<file path="config.mk">
export PLATFORM = sky130hd
export DESIGN_NAME = led_blink_code_generator_flat
export DESIGN_NICKNAME = d
export VERILOG_FILES = /design/src/lbcg_pkg.sv /design/src/lbcg_if.sv /design/src/lbcg_cfg_regs.sv /design/src/lbcg_sequencer.sv /design/src/lbcg_out_reg.sv /design/src/led_blink_code_generator.sv /design/src/flat_wrapper.sv
export SDC_FILE = /design/constraint.sdc
export NUM_CORES = 1
export LEC_CHECK = 0
export ABC_AREA = 1
export BUFFER_PORTS_ARGS = -buffer_cell sky130_fd_sc_hd__buf_2
export CORE_UTILIZATION = 30
export DETAILED_ROUTE_END_ITERATION = 8
export PLACE_DENSITY = 0.43
export SLEW_MARGIN = 20
export SYNTH_ARGS = -nofsm -noshare
export SYNTH_HDL_FRONTEND = slang
export SYNTH_SLANG_ARGS = --single-unit
export TNS_END_PERCENT = 20
</file>
<file path="constraint.sdc">
create_clock -name clk -period 2 [get_ports clk]
set_input_delay 0.1 -clock clk [delete_from_list [all_inputs] [get_ports clk]]
set_output_delay 0.1 -clock clk [all_outputs]
set_load 0.02 [all_outputs]
</file>
<file path="src/lbcg_pkg.sv">
`timescale 1ns / 1ps
// ----------------------------------------------------------------------------
// lbcg_pkg
// Types and constants shared by the LED blink code generator.
// ----------------------------------------------------------------------------
package lbcg_pkg;

    typedef enum logic [1:0] {
        PH_IDLE  = 2'd0,
        PH_ON    = 2'd1,
        PH_OFF   = 2'd2,
        PH_PAUSE = 2'd3
    } phase_t;

    typedef enum logic [1:0] {
        REG_BLINK_GOAL = 2'd0,
        REG_ON_TIME    = 2'd1,
        REG_OFF_TIME   = 2'd2,
        REG_PAUSE_TIME = 2'd3
    } reg_index_t;

    localparam int GOAL_W  = 8;
    localparam int TIME_W  = 16;
    localparam int TALLY_W = 4;

    localparam logic [GOAL_W-1:0] GOAL_RESET       = 8'd0;
    localparam logic [TIME_W-1:0] ON_TIME_RESET    = 16'd200;
    localparam logic [TIME_W-1:0] OFF_TIME_RESET   = 16'd200;
    localparam logic [TIME_W-1:0] PAUSE_TIME_RESET = 16'd1000;

    localparam logic [GOAL_W-1:0] FULL_ON_GOAL = 8'd10;
    localparam logic [TIME_W-1:0] RECHECK_MS   = 16'd500;

    typedef struct packed {
        logic [GOAL_W-1:0] blink_goal;
        logic [TIME_W-1:0] on_time;
        logic [TIME_W-1:0] off_time;
        logic [TIME_W-1:0] pause_time;
    } blink_cfg_t;

    typedef struct packed {
        logic               pin_level;
        logic [1:0]         phase_code;
        logic [TALLY_W-1:0] blinks_done;
    } status_t;

    function automatic logic [TIME_W-1:0] delay_of(input logic [TIME_W-1:0] ms);
        delay_of = (ms == '0) ? TIME_W'(1) : ms;
    endfunction

endpackage

</file>
<file path="src/lbcg_if.sv">
`timescale 1ns / 1ps
// ----------------------------------------------------------------------------
// lbcg_if
// Handshake channels of the LED blink code generator: tick, status, config.
// ----------------------------------------------------------------------------
interface lbcg_tick_if;
    logic valid;
    logic ready;
    logic tick;

    modport source (output valid, output tick, input ready);
    modport sink   (input valid, input tick, output ready);
endinterface

interface lbcg_status_if;
    logic       valid;
    logic       ready;
    logic       pin_level;
    logic [1:0] phase_code;
    logic [3:0] blinks_done;

    modport source (output valid, output pin_level, output phase_code,
                    output blinks_done, input ready);
    modport sink   (input valid, input pin_level, input phase_code,
                    input blinks_done, output ready);
endinterface

interface lbcg_cfg_if;
    logic        valid;
    logic        ready;
    logic [1:0]  index;
    logic [15:0] data;

    modport source (output valid, output index, output data, input ready);
    modport sink   (input valid, input index, input data, output ready);
endinterface

</file>
<file path="src/lbcg_cfg_regs.sv">
`timescale 1ns / 1ps
// ----------------------------------------------------------------------------
// lbcg_cfg_regs
// Configuration registers: blink goal and the on, off and pause times.
// ----------------------------------------------------------------------------
module lbcg_cfg_regs
    import lbcg_pkg::*;
(
    input  logic        clk,
    input  logic        rst_n,
    lbcg_cfg_if.sink    cfg,
    output blink_cfg_t  regs
);

    blink_cfg_t regs_reg;
    blink_cfg_t regs_next;

    assign cfg.ready = 1'b1;
    assign regs      = regs_reg;

    always_comb
    begin
        regs_next = regs_reg;
        if (cfg.valid)
        begin
            unique case (reg_index_t'(cfg.index))
                REG_BLINK_GOAL: regs_next.blink_goal = cfg.data[GOAL_W-1:0];
                REG_ON_TIME:    regs_next.on_time    = cfg.data;
                REG_OFF_TIME:   regs_next.off_time   = cfg.data;
                REG_PAUSE_TIME: regs_next.pause_time = cfg.data;
            endcase
        end
    end

    always_ff @(posedge clk or negedge rst_n)
    begin
        if (!rst_n)
        begin
            regs_reg.blink_goal <= GOAL_RESET;
            regs_reg.on_time    <= ON_TIME_RESET;
            regs_reg.off_time   <= OFF_TIME_RESET;
            regs_reg.pause_time <= PAUSE_TIME_RESET;
        end
        else
        begin
            regs_reg <= regs_next;
        end
    end

endmodule

</file>
<file path="src/lbcg_sequencer.sv">
`timescale 1ns / 1ps
// ----------------------------------------------------------------------------
// lbcg_sequencer
// Phase machine, blink tally and millisecond countdown of the blink code.
// ----------------------------------------------------------------------------
module lbcg_sequencer
    import lbcg_pkg::*;
#(
    parameter bit ACTIVE_LEVEL = 1'b1
)
(
    input  logic       clk,
    input  logic       rst_n,
    input  blink_cfg_t regs,
    input  logic       advance,
    input  logic       tick,
    output status_t    status_next
);

    phase_t             phase_reg,     phase_next;
    logic [TALLY_W-1:0] tally_reg,     tally_next;
    logic [TIME_W-1:0]  countdown_reg, countdown_next;
    logic               lit_reg,       lit_next;
    logic [TALLY_W-1:0] tally_inc;

    always_ff @(posedge clk or negedge rst_n)
    begin
        if (!rst_n)
        begin
            phase_reg     <= PH_IDLE;
            tally_reg     <= '0;
            countdown_reg <= TIME_W'(1);
            lit_reg       <= 1'b0;
        end
        else if (advance)
        begin
            phase_reg     <= phase_next;
            tally_reg     <= tally_next;
            countdown_reg <= countdown_next;
            lit_reg       <= lit_next;
        end
    end

    assign tally_inc = tally_reg + TALLY_W'(1);

    always_comb
    begin
        phase_next     = phase_reg;
        tally_next     = tally_reg;
        countdown_next = countdown_reg;
        lit_next       = lit_reg;
        if (tick)
        begin
            if (countdown_reg > TIME_W'(1))
            begin
                countdown_next = countdown_reg - TIME_W'(1);
            end
            else if (regs.blink_goal == '0)
            begin
                lit_next       = 1'b0;
                phase_next     = PH_IDLE;
                countdown_next = RECHECK_MS;
            end
            else if (regs.blink_goal >= FULL_ON_GOAL)
            begin
                lit_next       = 1'b1;
                phase_next     = PH_IDLE;
                countdown_next = RECHECK_MS;
            end
            else
            begin
                unique case (phase_reg)
                    PH_ON:
                    begin
                        lit_next       = 1'b0;
                        phase_next     = PH_OFF;
                        countdown_next = delay_of(regs.off_time);
                    end
                    PH_OFF:
                    begin
                        tally_next = tally_inc;
                        if (GOAL_W'(tally_inc) >= regs.blink_goal)
                        begin
                            phase_next     = PH_PAUSE;
                            countdown_next = delay_of(regs.pause_time);
                        end
                        else
                        begin
                            lit_next       = 1'b1;
                            phase_next     = PH_ON;
                            countdown_next = delay_of(regs.on_time);
                        end
                    end
                    PH_IDLE, PH_PAUSE:
                    begin
                        tally_next     = '0;
                        lit_next       = 1'b1;
                        phase_next     = PH_ON;
                        countdown_next = delay_of(regs.on_time);
                    end
                endcase
            end
        end

        status_next.pin_level   = lit_next ? ACTIVE_LEVEL : ~ACTIVE_LEVEL;
        status_next.phase_code  = 2'(phase_next);
        status_next.blinks_done = tally_next;
    end

endmodule

</file>
<file path="src/lbcg_out_reg.sv">
`timescale 1ns / 1ps
// ----------------------------------------------------------------------------
// lbcg_out_reg
// Result register between the sequencer and the status channel.
// ----------------------------------------------------------------------------
module lbcg_out_reg
    import lbcg_pkg::*;
(
    input  logic          clk,
    input  logic          rst_n,
    input  logic          load,
    input  status_t       status_in,
    output logic          space,
    lbcg_status_if.source status
);

    logic    valid_reg, valid_next;
    status_t data_reg;

    assign space = !valid_reg || status.ready;

    always_comb
    begin
        valid_next = valid_reg;
        if (load)
        begin
            valid_next = 1'b1;
        end
        else if (status.ready)
        begin
            valid_next = 1'b0;
        end
    end

    always_ff @(posedge clk or negedge rst_n)
    begin
        if (!rst_n)
        begin
            valid_reg <= 1'b0;
        end
        else
        begin
            valid_reg <= valid_next;
        end
    end

    // payload, no reset
    always_ff @(posedge clk)
    begin
        if (load)
        begin
            data_reg <= status_in;
        end
    end

    assign status.valid       = valid_reg;
    assign status.pin_level   = data_reg.pin_level;
    assign status.phase_code  = data_reg.phase_code;
    assign status.blinks_done = data_reg.blinks_done;

endmodule

</file>
<file path="src/led_blink_code_generator.sv">
`timescale 1ns / 1ps
// ----------------------------------------------------------------------------
// led_blink_code_generator
// Status LED blink code generator driven by millisecond tick items.
// ----------------------------------------------------------------------------
// Each tick item yields one status item in the next cycle showing the state
// after that tick. One item is taken every clock; the tick channel stalls
// only while the status register is full and not being taken. Configuration
// writes complete in the cycle they are offered and take effect on the next
// tick item.
module led_blink_code_generator
    import lbcg_pkg::*;
#(
    parameter bit ACTIVE_LEVEL = 1'b1
)
(
    input  logic          clk,
    input  logic          rst_n,
    lbcg_tick_if.sink     ticks,
    lbcg_status_if.source status,
    lbcg_cfg_if.sink      cfg
);

    blink_cfg_t regs;
    status_t    status_next;
    logic       space;
    logic       accept;

    assign ticks.ready = space;
    assign accept      = ticks.valid && space;

    lbcg_cfg_regs u_cfg_regs (
        .clk   (clk),
        .rst_n (rst_n),
        .cfg   (cfg),
        .regs  (regs)
    );

    lbcg_sequencer #(
        .ACTIVE_LEVEL (ACTIVE_LEVEL)
    ) u_sequencer (
        .clk         (clk),
        .rst_n       (rst_n),
        .regs        (regs),
        .advance     (accept),
        .tick        (ticks.tick),
        .status_next (status_next)
    );

    lbcg_out_reg u_out_reg (
        .clk       (clk),
        .rst_n     (rst_n),
        .load      (accept),
        .status_in (status_next),
        .space     (space),
        .status    (status)
    );

endmodule

</file>
<file path="src/flat_wrapper.sv">
// flat-port wrapper written by rule: the top's interface ports become plain ports
module led_blink_code_generator_flat import lbcg_pkg::*;
#(
    parameter bit ACTIVE_LEVEL = 1'b1
)
  (clk, rst_n, ticks_valid, ticks_tick, ticks_ready, status_valid, status_pin_level, status_phase_code, status_blinks_done, status_ready, cfg_valid, cfg_index, cfg_data, cfg_ready);
  lbcg_tick_if ticks_i ();
  lbcg_status_if status_i ();
  lbcg_cfg_if cfg_i ();
  input  logic clk;
  input  logic rst_n;
  input wire logic [$bits(ticks_i.valid)-1:0] ticks_valid;
  input wire logic [$bits(ticks_i.tick)-1:0] ticks_tick;
  output wire logic [$bits(ticks_i.ready)-1:0] ticks_ready;
  output wire logic [$bits(status_i.valid)-1:0] status_valid;
  output wire logic [$bits(status_i.pin_level)-1:0] status_pin_level;
  output wire logic [$bits(status_i.phase_code)-1:0] status_phase_code;
  output wire logic [$bits(status_i.blinks_done)-1:0] status_blinks_done;
  input wire logic [$bits(status_i.ready)-1:0] status_ready;
  input wire logic [$bits(cfg_i.valid)-1:0] cfg_valid;
  input wire logic [$bits(cfg_i.index)-1:0] cfg_index;
  input wire logic [$bits(cfg_i.data)-1:0] cfg_data;
  output wire logic [$bits(cfg_i.ready)-1:0] cfg_ready;
  assign ticks_i.valid = ticks_valid;
  assign ticks_i.tick = ticks_tick;
  assign ticks_ready = ticks_i.ready;
  assign status_valid = status_i.valid;
  assign status_pin_level = status_i.pin_level;
  assign status_phase_code = status_i.phase_code;
  assign status_blinks_done = status_i.blinks_done;
  assign status_i.ready = status_ready;
  assign cfg_i.valid = cfg_valid;
  assign cfg_i.index = cfg_index;
  assign cfg_i.data = cfg_data;
  assign cfg_ready = cfg_i.ready;
  led_blink_code_generator #(.ACTIVE_LEVEL(ACTIVE_LEVEL)) u_core (.clk(clk), .rst_n(rst_n), .ticks(ticks_i), .status(status_i), .cfg(cfg_i));
endmodule
</file>
Yosys cells after proc, flatten, opt, wreduce, memory -nomap -nowiden --
Cells that the tools add are included. W data, S select, Z words.
Storage, ports and cells: memories 0, latch bits 0, output and inout bits 10, bits in read-only memories 0, word-level logic and storage cells 67, RAM bits 0, input bits 24, bits in registers 87
Operators by class: div/mod/pow operators 0, reductions and logical operators 16, mux-type cells 28, bitwise logic cells 0, $lt $le $gt $ge 3, multipliers 0, equal/unequal tests 6, shifts and indexed selects 0, add/subtract/negate cells 2
Operator list (count):
- $mux W16 | 7
- $logic_not A16 Y1 | 3
- $pmux W16 S3 | 1
- $gt A16 B1 Y1 const B | 1
- $mux W4 | 4
- $sub A16 B1 Y16 const B | 1
- $mux W2 | 5
- $reduce_and A2 Y1 | 5
- $eq A2 B2 Y1 const B | 4
- $ge A4 B8 Y1 | 1
- $ge A8 B4 Y1 const B | 1
- $logic_not A8 Y1 | 1
- $mux W1 | 8
- $pmux W4 S2 | 1
- $pmux W2 S3 | 1
- $add A4 B1 Y4 const B | 1
- $eq A2 B1 Y1 const B | 2
- $logic_not A2 Y1 | 2
- $pmux W1 S3 | 1
- $reduce_bool A2 Y1 | 1
- $reduce_or A2 Y1 | 1
- $logic_and A1 B1 Y1 | 1
- $logic_not A1 Y1 | 1
- $logic_or A1 B1 Y1 | 1

Logic depth before layout (Yosys ltp) --
Gate-level depths: netlist of run 1.
depth after elaboration 9, mapped depth 18, gate-level depth less buffers 18

Hierarchy --
From an unflattened synthesis of run 1, not the netlist that was laid out.
Unflattened totals: cell total of the unflattened synthesis 718, area total of the unflattened synthesis 5313.8 sq um
Modules (own cells, without submodules):
- lbcg_sequencer | cells each 451, sequential area each 576.8 sq um, instances 1, area an instance 2595.0 sq um
- lbcg_cfg_regs | cells each 253, sequential area each 1416.4 sq um, instances 1, area an instance 2456.1 sq um
- lbcg_out_reg | cells each 12, sequential area each 235.2 sq um, instances 1, area an instance 255.2 sq um
- led_blink_code_generator | cells each 2, sequential area each 0.0 sq um, instances 1, area an instance 7.5 sq um

Least setup slack after synthesis of run 1 --
No wires, ideal clock.
path type reg-to-reg, start point reg u_core.u_sequencer.tally_reg[0], end point reg u_core.u_sequencer.countdown_reg[10], data arrival time 2123 ps, library setup time 84 ps, stages on the path, launching flop included 17, data required time 1916 ps, clock period less this slack 2207 ps, path buffers 0, setup slack -207 ps, cell sequence dfrtp_1 ha_1 inv_1 or2_2 nand2_1 ha_1 nand2_1 nor2_1 nor2_1 nand2_2 nand2_2 nand2_1 nand2_2 nand3_1 nand2_1 nand2_1 a21boi_0
Between the ends: word-level cells in the longest chain between the ends 7
RTL lines:
- start: declaration | RTL line lbcg_sequencer.sv:21 | logic [TALLY_W-1:0] tally_reg, tally_next;
- start signal: assignment | RTL line lbcg_sequencer.sv:38 | tally_reg <= tally_next;
- $add A4 B1 Y4 | RTL line lbcg_sequencer.sv:44 | assign tally_inc = tally_reg + TALLY_W'(1);
- $ge A4 B8 Y1 | RTL line lbcg_sequencer.sv:82 | if (GOAL_W'(tally_inc) >= regs.blink_goal)
- $mux W16 | RTL line lbcg_sequencer.sv:82
- $pmux W16 S3 | RTL line lbcg_sequencer.sv:72 | unique case (phase_reg)
- $mux W16 | RTL line lbcg_sequencer.sv:64 | else if (regs.blink_goal >= FULL_ON_GOAL)
- $mux W16 | RTL line lbcg_sequencer.sv:58 | else if (regs.blink_goal == '0)
- $mux W16 | RTL line lbcg_sequencer.sv:54 | if (countdown_reg > TIME_W'(1))
- end signal: assignment | RTL line lbcg_sequencer.sv:39 | countdown_reg <= countdown_next;
- end: declaration | RTL line lbcg_sequencer.sv:22 | logic [TIME_W-1:0] countdown_reg, countdown_next;
Every way passes these cells. A chain may end at the register's enable or synchronous reset.

Worst setup path after layout of run 1 --
start point reg u_core.u_sequencer.tally_reg[1], end point reg u_core.u_sequencer.countdown_reg[13]
The elaborated chain is that of the path after synthesis.

==> impl_summary.txt, run 1 <==
----------------------------------------------------
[Status]
  Result of the run ... finished, violations left
  Violated checks ... negative setup slack

[Timing]
  Transition time of the tightest slew-check pin ... 0.553 ns
  Share of the clock period used by the worst path after layout ... 111%
  Clock Skew ... 0.00731 ns
  Number of endpoints with negative hold slack in the final report ... 0
  Timing-limited maximum frequency ... 0.450 GHz
  Final Slew Violations ... 0
  Post-route setup slack ... -0.222 ns
  Setup_tns ... -3.65 ns
  Final Setup Violations ... 20
  Max_slew headroom ... 63.1%
  Minimum clock period ... 2.22 ns
  Setup repair after global routing missed its margin ... true

[Finish]
  Number of nets in the layout ... 733
  Commonest non-fill, non-tap cell in the layout ... sky130_fd_sc_hd__nand2_1
  Layout Area Growth over Synthesis ... 22.6%
  Filler Cell Count ... 1689
  Top library cells by usage in the layout, fill and taps aside ... sky130_fd_sc_hd__nand2_1 (172), sky130_fd_sc_hd__inv_1 (85), sky130_fd_sc_hd__o21ai_0 (76)
  Share of post-route cells with drive strength above 1 ... 21.0%
  Number of non-filler instances in the completed layout ... 921
  Number of antenna cells inserted ... 0
  Number of flip-flops in the largest register ... 56

[Global routing]
  Global routing usage on met1 ... 24.1%
  Met3 capacity usage during global routing ... 2.44%
  Global-route wire length before repair ... 21300 um
  Met2 track demand over resource in global routing ... 24.4%
  Global-route layer with the greatest usage ... met2
  Number of global-route vias before repair ... 3944
  Initial antenna violation count ... 0
  Maximum number of pins on one net before global-route repair ... 41
  Combined global-route utilization of all metal layers ... 16.6%
  GRT Residual Overflow ... 0

[Clock tree]
  Root Driver ... sky130_fd_sc_hd__clkbuf_16
  TritonCTS clock tree ... built
  Bufs on Longest Clock Path ... 2
  Source-to-sink clock delay at the later pin of the worst-skew pair ... 0.35 ns
  Clock sink count ... 87
  Worst-path clk slew ... 0.07 ns
  Number of buffers created by CTS ... 9
  H-tree depth ... 3

[Drt]
  Mean number of vias per cell ... 4.57
  1st-pass router iterations ... 5
  Residual DRC count ... 0
  DRC violation total after the first TritonRoute iteration ... 294
  ANT nets after route ... 0
  Average routed wire per standard cell ... 13.9 um
  Total length of routed wires ... 12800 um
  Total vias in the final route ... 4207

[Place]
  Post-DP HPWL ... 9430 um
  Placer's final routability congestion estimate ... 0.826
  DP Cell Count ... 900
  Number of I/O port buffers ... 32

[Synth]
  Number of nets produced by synthesis ... 678
  Number of warnings reported in the yosys synthesis log ... 0
  Number of instances in the synthesized netlist ... 645
  Proportion of register bits with asynchronous set or reset after synthesis ... 92.0%
  Sequential share of the synthesized area ... 45.8%
  Cell Area, Synth ... 4860 um^2
  Unique masters post-synth ... 37
  Primary flip-flop cell chosen by synthesis mapping ... sky130_fd_sc_hd__dfrtp_1
  Number of flip-flops and latches in the synthesized netlist ... 87
  Count of flip-flops with a built-in enable after synthesis ... 7
  Mean cell area of the mapped netlist ... 7.54 um^2

[Critical path]
  Data arrival time of the worst path ... 2.49 ns
  Required time worst endpoint ... 2.27 ns
  Kind of launch point of the worst setup path ... flip-flop
  Maximum fanout along the worst path ... 5
  Capturing element type of the critical path ... flip-flop
  Crit Path Category ... flip-flop to flip-flop

[Power and ir drop]
  Seq pwr share ... 41.2%
  Net switching power ... 2.02 mW
  Internal power ... 3.78 mW
  Pwr/cell area ... 971 nW/um^2
  Part of the power in combinational logic ... 27.6%
  Leakage ... 2.86 nW
  Worst VDD drop ... 0.000355 V
  Clock Power Share ... 31.2%
  Power, Total ... 5.80 mW
  Switching share of power ... 34.8%

[Die]
  Core Footprint ... 15900 um^2
  Number of top-level design ports ... 34
  Cell Rows ... 46
  Chip Height ... 129 um
  Effective utilization at floorplan ... 30.6%
  Width of the chip ... 129 um
  Area of the die ... 16700 um^2

[Job]
  Max_cap viols ... 0

[Hold path]
  Type of the worst min-delay path ... input port to flip-flop

----------------------------------------------------
per-layer routing:
metal,wire (um),vias up
li1,-,2171
met1,6560,1940
met2,5610,78
met3,376,18
met4,301,0
met5,0,-
synth_stat cells, types with 3 or more instances:
cell | instances | area (um^2)
sky130_fd_sc_hd__nor4_1 | 4 | 25.0
sky130_fd_sc_hd__nand3b_1 | 6 | 45.0
sky130_fd_sc_hd__nor2_4 | 3 | 33.8
sky130_fd_sc_hd__dfrtp_1 | 67 | 1680
sky130_fd_sc_hd__a21boi_1 | 5 | 37.5
sky130_fd_sc_hd__nor2_2 | 4 | 25.0
sky130_fd_sc_hd__o21ai_0 | 79 | 395
sky130_fd_sc_hd__dfstp_2 | 13 | 342
sky130_fd_sc_hd__nor2_1 | 45 | 169
sky130_fd_sc_hd__clkinv_1 | 3 | 11.3
sky130_fd_sc_hd__ha_1 | 9 | 113
sky130_fd_sc_hd__nand4_1 | 5 | 31.3
sky130_fd_sc_hd__a31oi_1 | 3 | 18.8
sky130_fd_sc_hd__nand2_4 | 4 | 45.0
sky130_fd_sc_hd__nand2_2 | 8 | 50.1
sky130_fd_sc_hd__nand3_1 | 38 | 190
sky130_fd_sc_hd__xnor2_1 | 3 | 26.3
sky130_fd_sc_hd__clkbuf_1 | 16 | 60.1
sky130_fd_sc_hd__xor2_1 | 4 | 35.0
sky130_fd_sc_hd__inv_1 | 86 | 323
sky130_fd_sc_hd__a21oi_1 | 30 | 150
sky130_fd_sc_hd__nand2_1 | 184 | 691
sky130_fd_sc_hd__edfxtp_1 | 7 | 210
sky130_fd_sc_hd__or2_2 | 3 | 18.8
through the flow:
step / utilization (%) / worst slack [ns] / instance area, um^2 / hold slack (ns)
2_1_floorplan: - / -0.139 / 4940 / -0.196
3_3_place_gp: 34.6 / -0.249 / 5500 / 0.134
3_5_place_dp: 34.6 / -0.256 / 5500 / 0.138
4_1_cts: 37.2 / -0.191 / 5900 / 0.000697
5_1_grt: 37.6 / -0.420 / 5970 / 0.0301
6_report: 37.6 / -0.222 / 5970 / 0.00953
cell families (layout without fill, tap and decap cells):
kind of cell | count (synthesis) | in the layout | synth area share [%]
adder cells (fa/ha/maj) | 9 | 9 | 2.31
buffers and inverters | 109 | 168 | 8.59
flip-flops | 87 | 87 | 45.8
AND/OR/NAND/NOR | 307 | 308 | 28.2
AO/OA/AOI/OAI | 125 | 125 | 13.8
other | 1 | 1 | 0.0771
XOR/XNOR | 7 | 7 | 1.26
layout make-up:
class,count,area (um^2),area share [%]
clock buffer,12,268,4.49
clock inverter,4,50.0,0.839
inverter,90,338,5.66
multi-input combinational,450,2400,40.2
sequential,87,2230,37.4
tap,216,270,4.53
timing repair buffer,62,415,6.96
critical path: stages (launching register included):
cell and delay, ns:
sky130_fd_sc_hd__dfrtp_1 0.39, sky130_fd_sc_hd__ha_2 0.19, sky130_fd_sc_hd__inv_2 0.03, sky130_fd_sc_hd__or2_4 0.23, sky130_fd_sc_hd__nand2_4 0.06, sky130_fd_sc_hd__ha_4 0.19
sky130_fd_sc_hd__nand2_2 0.06, sky130_fd_sc_hd__nor2_1 0.04, sky130_fd_sc_hd__nor2_1 0.10, sky130_fd_sc_hd__nand2_2 0.12, sky130_fd_sc_hd__nand2_4 0.15, sky130_fd_sc_hd__nand2_8 0.10
sky130_fd_sc_hd__nand2_4 0.11, sky130_fd_sc_hd__nand3_2 0.07, sky130_fd_sc_hd__nand2_1 0.08, sky130_fd_sc_hd__nand2_1 0.08, sky130_fd_sc_hd__a21boi_1 0.13
power groups by stage:
stage,Clock [mW],Sequential (mW),Combinational [mW]
4_1_cts,1.85,2.38,1.57
3_3_place_gp,0,2.41,1.49
5_1_grt,1.92,2.43,1.81
6_report,1.81,2.39,1.60
2_1_floorplan,0,2.34,1.07
3_5_place_dp,0,2.41,1.49
timing repair:
| item | CTS | global route |
|---|---|---|
| hold buffers | 1 | 0 |
| setup buffers | 3 | 0 |
| hold endpoints to repair | 29 | 0 |
| gates resized for setup | 10 | 16 |
| pin swaps | 11 | 2 |
| setup endpoints to repair | 20 | 20 |
| cloned | 1 | 0 |
path summary, 6_finish.rpt:
path	from	to	slack, ns	cells past startpoint
setup / recovery	u_core.u_sequencer.tally_reg[1]	u_core.u_sequencer.countdown_reg[13]	-0.22	16
hold / removal	cfg_data[8]	u_core.u_cfg_regs.regs[8]	0.01	3
setup reg to reg	u_core.u_sequencer.tally_reg[1]	u_core.u_sequencer.countdown_reg[13]	-0.22	16
hold reg to reg	u_core.u_cfg_regs.regs[31]	u_core.u_cfg_regs.regs[31]	0.48	2
max in group asynchronous	rst_n	u_core.u_sequencer.countdown_reg[0]	0.99	3
min in group asynchronous	rst_n	u_core.u_cfg_regs.regs[52]	0.28	2
No activity file was read; power rests on OpenSTA's default activity.
==> run 2, diff against run 1 <==
--- a/config.mk
+++ b/config.mk
@@ -9,6 +9,7 @@
 export BUFFER_PORTS_ARGS = -buffer_cell sky130_fd_sc_hd__buf_2
 export CORE_UTILIZATION = 30
 export DETAILED_ROUTE_END_ITERATION = 8
+export HOLD_SLACK_MARGIN = 0.08
 export PLACE_DENSITY = 0.43
 export SLEW_MARGIN = 20
 export SYNTH_ARGS = -nofsm -noshare
==> run 2 against run 1 <==
  * The flow still finishes with violations (negative setup slack)
  * Critical path depth is the same
  * Global-route usage grew 0.14 points
  * Setup slack got worse by 0.0052 ns
  * Total power rose by 0.20%
  * Die area unchanged
  * Critical endpoint unchanged
  * Largest cell class unchanged
==> impl_summary.txt, run 2 (synthesis results as in run 1) <==
----------------------------------------------------
[Critical path]
  Startpoint of the lowest-slack register-to-register path ... u_core.u_sequencer.tally_reg[1]
  Required time worst endpoint ... 2.27 ns (about the same)
  Data arrival time of the worst path ... 2.50 ns (about the same)
  R2R cell count ... 16 (unchanged)
  Crit Path Category ... flip-flop to flip-flop
  Kind of launch point of the worst setup path ... flip-flop
  Maximum fanout along the worst path ... 5 (unchanged)
  Flop2flop setup slack ... -0.23 ns (about the same)
  Capturing element type of the critical path ... flip-flop
  Crit Reg-Reg Endpoint ... u_core.u_sequencer.countdown_reg[13]

[Finish]
  Filler Cell Count ... 1682 (-0.41%)
  Number of flip-flops in the largest register ... 56 (unchanged)
  Area of all sequential standard cells ... 2230 um^2 (unchanged)
  Combined area of the multi-input logic cells ... 2400 um^2 (unchanged)
  Number of non-filler instances in the completed layout ... 934 (+1.4%)
  End-of-flow core utilization ... 38.4% (+0.82 points)
  Number of nets in the layout ... 746 (+1.8%)
  Commonest non-fill, non-tap cell in the layout ... sky130_fd_sc_hd__nand2_1
  Number of antenna cells inserted ... 0 (unchanged)
  Layout Area Growth over Synthesis ... 25.3%
  Top library cells by usage in the layout, fill and taps aside ... sky130_fd_sc_hd__nand2_1 (172), sky130_fd_sc_hd__inv_1 (85), sky130_fd_sc_hd__o21ai_0 (76)
  Share of post-route cells with drive strength above 1 ... 20.6% (-0.38 points)
  Non-Filler Cell Area, Final ... 6100 um^2 (+2.2%)

[Clock tree]
  Bufs on Longest Clock Path ... 2 (unchanged)
  TritonCTS clock tree ... built
  Worst-path clk slew ... 0.06 ns (about the same)
  Source-to-sink clock delay at the later pin of the worst-skew pair ... 0.35 ns (about the same)
  Clock sink count ... 87 (unchanged)
  Number of buffers created by CTS ... 9 (unchanged)
  H-tree depth ... 3 (unchanged)
  Root Driver ... sky130_fd_sc_hd__clkbuf_16

[Place]
  Number of I/O port buffers ... 32 (unchanged)
  Placement Setup Slack ... -0.256 ns (unchanged)
  DP Cell Count ... 900 (unchanged)
  Placement-stage cell area ... 5500 um^2 (unchanged)
  Post-DP HPWL ... 9430 um (unchanged)
  Placer's final routability congestion estimate ... 0.826 (unchanged)

[Global routing]
  Global-route wire length before repair ... 21500 um (+1.0%)
  Initial antenna violation count ... 0 (unchanged)
  Combined global-route utilization of all metal layers ... 16.7% (+0.14 points)
  Number of global-route vias before repair ... 4015 (+1.8%)
  GRT Residual Overflow ... 0 (unchanged)
  Maximum number of pins on one net before global-route repair ... 41 (unchanged)

[Timing]
  Fin Hold WS ... 0.0784 ns (+0.0689 ns)
  Max_slew headroom ... 63.2% (about the same)
  Setup repair after global routing missed its margin ... true
  Final Setup Violations ... 20 (unchanged)
  Transition time of the tightest slew-check pin ... 0.552 ns (-0.000415 ns)
  Minimum clock period ... 2.23 ns (+0.00521 ns)
  Clock Skew ... 0.00716 ns (-0.000150 ns)
  Number of endpoints with negative hold slack in the final report ... 0 (unchanged)
  Share of the clock period used by the worst path after layout ... 111% (+0.26 points)
  Timing-limited maximum frequency ... 0.449 GHz (-0.23%)
  Final Slew Violations ... 0 (unchanged)
  Post-route setup slack ... -0.227 ns (-0.00521 ns)
  Setup_tns ... -3.75 ns (-0.0974 ns)

[Power and ir drop]
  Worst VDD drop ... 0.000355 V (-0.19%)
  Power, Total ... 5.81 mW (+0.20%)
  Leakage ... 2.92 nW (+1.9%)
  Pwr/cell area ... 953 nW/um^2 (-1.9%)

[Hold path]
  Type of the worst min-delay path ... input port to flip-flop
  Hold-critical path endpoint ... u_core.u_cfg_regs.regs[18]
  Hold Startpoint ... cfg_data[2]
  Number of cells traversed by the worst hold path ... 3 (unchanged)

[Drt]
  1st-pass router iterations ... 5 (unchanged)
  Total length of routed wires ... 12900 um (+0.62%)
  Average routed wire per standard cell ... 13.8 um (-0.78%)
  Residual DRC count ... 0 (unchanged)
  Total vias in the final route ... 4274 (+1.6%)
  Mean number of vias per cell ... 4.58 (+0.18%)
  DRC violation total after the first TritonRoute iteration ... 302 (+2.7%)
  ANT nets after route ... 0 (unchanged)

[Die]
  Core Footprint ... 15900 um^2 (unchanged)
  Cell Rows ... 46 (unchanged)
  Effective utilization at floorplan ... 30.6% (unchanged)
  Area of the die ... 16700 um^2 (unchanged)
  Number of top-level design ports ... 34 (unchanged)
  Width of the chip ... 129 um (unchanged)
  Chip Height ... 129 um (unchanged)

[Status]
  Result of the run ... finished, violations left
  Violated checks ... negative setup slack

[Job]
  Max_cap viols ... 0 (unchanged)

----------------------------------------------------
[run 2: cell types whose count changed in the layout (fill, tap and decap cells not counted)]
| cell | delta |
|---|---|
| sky130_fd_sc_hd__dlygate4sd3_1 | +13 |
[run 2: what timing repair did]
action,in CTS,in global routing
cloned,1,0
gates resized for setup,10,16
pin swaps,11,2
setup buffers,3,0
hold buffers,14,0
endpoints found under the hold margin,62,0
setup endpoints to repair,20,20
[run 2: worst max-delay path: stages, from the launching register on]
cell,delay [ns]
sky130_fd_sc_hd__dfrtp_1,0.39
sky130_fd_sc_hd__ha_2,0.19
sky130_fd_sc_hd__inv_2,0.03
sky130_fd_sc_hd__or2_4,0.23
sky130_fd_sc_hd__nand2_4,0.06
sky130_fd_sc_hd__ha_4,0.19
sky130_fd_sc_hd__nand2_2,0.06
sky130_fd_sc_hd__nor2_1,0.04
sky130_fd_sc_hd__nor2_1,0.10
sky130_fd_sc_hd__nand2_2,0.12
sky130_fd_sc_hd__nand2_4,0.15
sky130_fd_sc_hd__nand2_8,0.10
sky130_fd_sc_hd__nand2_4,0.11
sky130_fd_sc_hd__nand3_2,0.07
sky130_fd_sc_hd__nand2_1,0.08
sky130_fd_sc_hd__nand2_1,0.08
sky130_fd_sc_hd__a21boi_1,0.13
[run 2: power by group]
group / switching (mW) / internal (mW)
Sequential: 0.281 / 2.11
Clock: 0.721 / 1.08
Combinational: 1.01 / 0.607
[run 2: worst max path at each step]
stage | cells past startpoint | slack (ns) | to | start
4_1_cts | 15 | -0.19 | u_core.u_sequencer.countdown_reg[12] | u_core.u_sequencer.tally_reg[0]
3_3_place_gp | 16 | -0.25 | u_core.u_sequencer.countdown_reg[14] | u_core.u_sequencer.tally_reg[0]
3_5_place_dp | 16 | -0.26 | u_core.u_sequencer.countdown_reg[12] | u_core.u_sequencer.tally_reg[0]
2_1_floorplan | 16 | -0.14 | u_core.u_sequencer.countdown_reg[13] | u_core.u_sequencer.tally_reg[0]
6_report | 16 | -0.23 | u_core.u_sequencer.countdown_reg[13] | u_core.u_sequencer.tally_reg[1]
5_1_grt | 18 | -0.42 | u_core.u_sequencer.lit_reg | u_core.u_sequencer.tally_reg[0]
[run 2: metal layers]
layer | track usage (%) | vias up | wire length, um
met3 | 2.44 | 18 | 390
met2 | 24.7 | 80 | 5630
li1 | - | 2196 | -
met5 | 0 | - | 0
met1 | 24.2 | 1980 | 6600
met4 | 7.27 | 0 | 301
[run 2: layout make-up]
class                           instances  share of cell area [%]
Multi-Input combinational cell        450                    39.3
Sequential cell                        87                    36.6
Timing Repair Buffer                   75                    8.95
Inverter                               90                    5.54
Tap cell                              216                    4.43
Clock buffer                           12                    4.39
Clock inverter                          4                   0.821
==> run 3, diff against run 2 <==
--- a/config.mk
+++ b/config.mk
@@ -7,10 +7,13 @@
 export LEC_CHECK = 0
 export ABC_AREA = 1
 export BUFFER_PORTS_ARGS = -buffer_cell sky130_fd_sc_hd__buf_2
+export CELL_PAD_IN_SITES_DETAIL_PLACEMENT = 1
+export CELL_PAD_IN_SITES_GLOBAL_PLACEMENT = 2
 export CORE_UTILIZATION = 30
+export CTS_BUF_LIST = sky130_fd_sc_hd__clkbuf_8
 export DETAILED_ROUTE_END_ITERATION = 8
 export HOLD_SLACK_MARGIN = 0.08
-export PLACE_DENSITY = 0.43
+export PLACE_DENSITY = 0.68
 export SLEW_MARGIN = 20
 export SYNTH_ARGS = -nofsm -noshare
 export SYNTH_HDL_FRONTEND = slang
==> run 3 against run 2 <==
  * The run still ends with negative setup slack left
  * Sequential power barely moved
  * Wire length rose by 11%
  * Sequential share of layout area fell by 0.11 points
  * Total power fell by 5.8%
  * Critical endpoint is now u_core.u_sequencer.countdown_reg[14]
  * Setup slack got worse by 0.066 ns
  * Core utilization rose by 0.12 points
  * Sequential cell count did not move
  * Clock-buffer cell count fell by 3
==> impl_summary.txt, run 3 (synthesis results as in run 1) <==
----------------------------------------------------
[Place]
  Placer's final routability congestion estimate ... 0.786 (-4.9%)
  Number of I/O port buffers ... 32 (unchanged)
  Post-DP HPWL ... 10700 um (+14%)

[Global routing]
  Number of global-route vias before repair ... 4461 (+11%)
  Maximum number of pins on one net before global-route repair ... 38 (-7.3%)
  GRT Residual Overflow ... 0 (unchanged)
  Global-route wire length before repair ... 23600 um (+9.7%)
  Initial antenna violation count ... 0 (unchanged)
  Combined global-route utilization of all metal layers ... 18.5% (+1.8 points)

[Finish]
  Number of flip-flops in the largest register ... 56 (unchanged)
  End-of-flow core utilization ... 38.5% (+0.12 points)
  Top library cells by usage in the layout, fill and taps aside ... sky130_fd_sc_hd__nand2_1 (165), sky130_fd_sc_hd__inv_1 (86), sky130_fd_sc_hd__o21ai_0 (76)
  Number of nets in the layout ... 751 (+0.67%)
  Layout Area Growth over Synthesis ... 25.7%
  Number of antenna cells inserted ... 0 (unchanged)
  Filler Cell Count ... 1986 (+18%)
  Share of post-route cells with drive strength above 1 ... 22.5% (+1.9 points)
  Commonest non-fill, non-tap cell in the layout ... sky130_fd_sc_hd__nand2_1

[Timing]
  Final Setup Violations ... 20 (unchanged)
  Transition time of the tightest slew-check pin ... 0.531 ns (-0.0214 ns)
  Clock Skew ... 0.00987 ns (+0.00272 ns)
  Number of endpoints with negative hold slack in the final report ... 0 (unchanged)
  Timing-limited maximum frequency ... 0.436 GHz (-2.9%)
  Setup repair after global routing missed its margin ... true
  Minimum clock period ... 2.29 ns (+0.0661 ns)
  Setup_tns ... -5.12 ns (-1.37 ns)
  Max_slew headroom ... 64.5% (+1.3 points)
  Final Slew Violations ... 0 (unchanged)
  Share of the clock period used by the worst path after layout ... 115% (+3.3 points)
  Post-route setup slack ... -0.293 ns (-0.0661 ns)

[Power and ir drop]
  Worst VDD drop ... 0.000420 V (+18%)
  Pwr/cell area ... 894 nW/um^2 (-6.1%)
  Leakage ... 2.89 nW (-1.1%)

[Die]
  Core Footprint ... 15900 um^2 (unchanged)
  Effective utilization at floorplan ... 30.6% (unchanged)
  Width of the chip ... 129 um (unchanged)
  Number of top-level design ports ... 34 (unchanged)
  Area of the die ... 16700 um^2 (unchanged)
  Chip Height ... 129 um (unchanged)
  Cell Rows ... 46 (unchanged)

[Drt]
  ANT nets after route ... 0 (unchanged)
  1st-pass router iterations ... 4 (-1)
  Total length of routed wires ... 14400 um (+11%)
  DRC violation total after the first TritonRoute iteration ... 149 (-51%)
  Average routed wire per standard cell ... 15.3 um (+11%)
  Mean number of vias per cell ... 4.60 (+0.44%)
  Total vias in the final route ... 4316 (+0.98%)
  Residual DRC count ... 0 (unchanged)

[Critical path]
  Data arrival time of the worst path ... 2.60 ns (+0.10 ns)
  Crit Path Category ... flip-flop to flip-flop
  Capturing element type of the critical path ... flip-flop
  Startpoint of the lowest-slack register-to-register path ... u_core.u_sequencer.tally_reg[1]
  Required time worst endpoint ... 2.31 ns (+0.04 ns)
  Kind of launch point of the worst setup path ... flip-flop
  Maximum fanout along the worst path ... 7 (+2)
  Critical Path Source ... u_core.u_sequencer.tally_reg[1]

[Clock tree]
  Root Driver ... sky130_fd_sc_hd__clkbuf_8
  Worst-path clk slew ... 0.10 ns (+0.04 ns)
  TritonCTS clock tree ... built
  Source-to-sink clock delay at the later pin of the worst-skew pair ... 0.37 ns (+0.02 ns)
  Number of buffers created by CTS ... 9 (unchanged)
  Bufs on Longest Clock Path ... 2 (unchanged)
  Clock sink count ... 87 (unchanged)
  H-tree depth ... 3 (unchanged)

[Hold path]
  Type of the worst min-delay path ... input port to flip-flop
  Hold Startpoint ... ticks_valid

[Status]
  Violated checks ... negative setup slack
  Result of the run ... finished, violations left

[Job]
  Max_cap viols ... 0 (unchanged)

----------------------------------------------------
[run 3: cell count changes in the layout (fill, tap and decap cells not counted), moves of 3 or more]
| cell | change |
|---|---|
| sky130_fd_sc_hd__nand2_1 | -7 |
| sky130_fd_sc_hd__dlygate4sd3_1 | +4 |
| sky130_fd_sc_hd__clkbuf_8 | +8 |
| sky130_fd_sc_hd__nand2_2 | +6 |
| sky130_fd_sc_hd__nor2_4 | +3 |
| sky130_fd_sc_hd__clkbuf_16 | -10 |
[run 3: layout make-up]
| type | instances | area [um^2] | area share, % |
|---|---|---|---|
| multi-input combinational | 450 | 2490 | 40.7 |
| inverter | 90 | 338 | 5.52 |
| clock buffer | 9 | 124 | 2.03 |
| clock inverter | 7 | 71.3 | 1.17 |
| sequential | 87 | 2230 | 36.4 |
| timing repair buffer | 80 | 597 | 9.76 |
| tap | 216 | 270 | 4.42 |
[run 3: metal layers]
| layer | global-route usage, % | wire [um] | part of all wire [%] | up-vias |
|---|---|---|---|---|
| met1 | 27.2 | 7550 | 53 | 2048 |
| met3 | 2.23 | 271 | 1.9 | 18 |
| met2 | 28.2 | 6340 | 44 | 43 |
| met4 | 6.02 | 217 | 1.5 | 0 |
| met5 | 0 | 0 | 0 | - |
| li1 | - | - | - | 2207 |
[run 3: path summary, 6_finish.rpt]
kind,to,slack [ns],depth (start not counted)
worst max-delay path,u_core.u_sequencer.countdown_reg[14],-0.29,16
worst max register to register,u_core.u_sequencer.countdown_reg[14],-0.29,16
min in group asynchronous,u_core.u_out_reg.status.valid,0.19,2
worst min register to register,u_core.u_cfg_regs.regs[27],0.50,2
max in group asynchronous,u_core.u_sequencer.countdown_reg[0],1.14,3
worst min-delay path,u_core.u_sequencer.phase_reg[1],0.1,4
[run 3: where the power goes]
part | switching, mW | internal (mW) | total, mW
combinational | 1.10 | 0.686 | 1.79
sequential | 0.289 | 2.10 | 2.39
clock | 0.707 | 0.582 | 1.29
total | 2.10 | 3.37 | 5.47
[run 3: stage by stage]
| step | setup WS, ns | instance area, um^2 | power, mW | hold WS [ns] | std cells |
|---|---|---|---|---|---|
| global placement | -0.287 | 5510 | 3.97 | 0.0654 | 900 |
| finish | -0.293 | 6110 | 5.47 | 0.0954 | 939 |
| floorplan | -0.139 | 4940 | 3.41 | -0.196 | 645 |
| detailed placement | -0.354 | 5510 | 4.00 | 0.0670 | 900 |
| global route | -0.424 | 6110 | 5.86 | 0.135 | 939 |
| CTS | -0.281 | 5970 | 5.39 | 0.0897 | 939 |
[run 3: worst max-delay path: stages, from the launching register on]
cell and delay [ns]:
sky130_fd_sc_hd__dfrtp_1 0.43, sky130_fd_sc_hd__ha_2 0.20, sky130_fd_sc_hd__inv_2 0.04, sky130_fd_sc_hd__or2_4 0.25, sky130_fd_sc_hd__nand2_4 0.07, sky130_fd_sc_hd__ha_4 0.20
sky130_fd_sc_hd__nand2_4 0.07, sky130_fd_sc_hd__nor2_4 0.04, sky130_fd_sc_hd__nor2_4 0.11, sky130_fd_sc_hd__nand2_4 0.11, sky130_fd_sc_hd__nand2_8 0.12, sky130_fd_sc_hd__nand2_8 0.11
sky130_fd_sc_hd__nand2_8 0.12, sky130_fd_sc_hd__nand3_2 0.09, sky130_fd_sc_hd__nand2_2 0.08, sky130_fd_sc_hd__nand2_2 0.06, sky130_fd_sc_hd__a21boi_2 0.13
[run 3: what timing repair did]
action | in CTS | in global routing
pin swaps | 10 | 28
hold endpoints to repair | 106 | 0
endpoints found under the setup margin | 20 | 28
buffers inserted | 4 | 0
hold buffers | 18 | 0
resized for setup | 8 | 40
gates cloned | 1 | 0
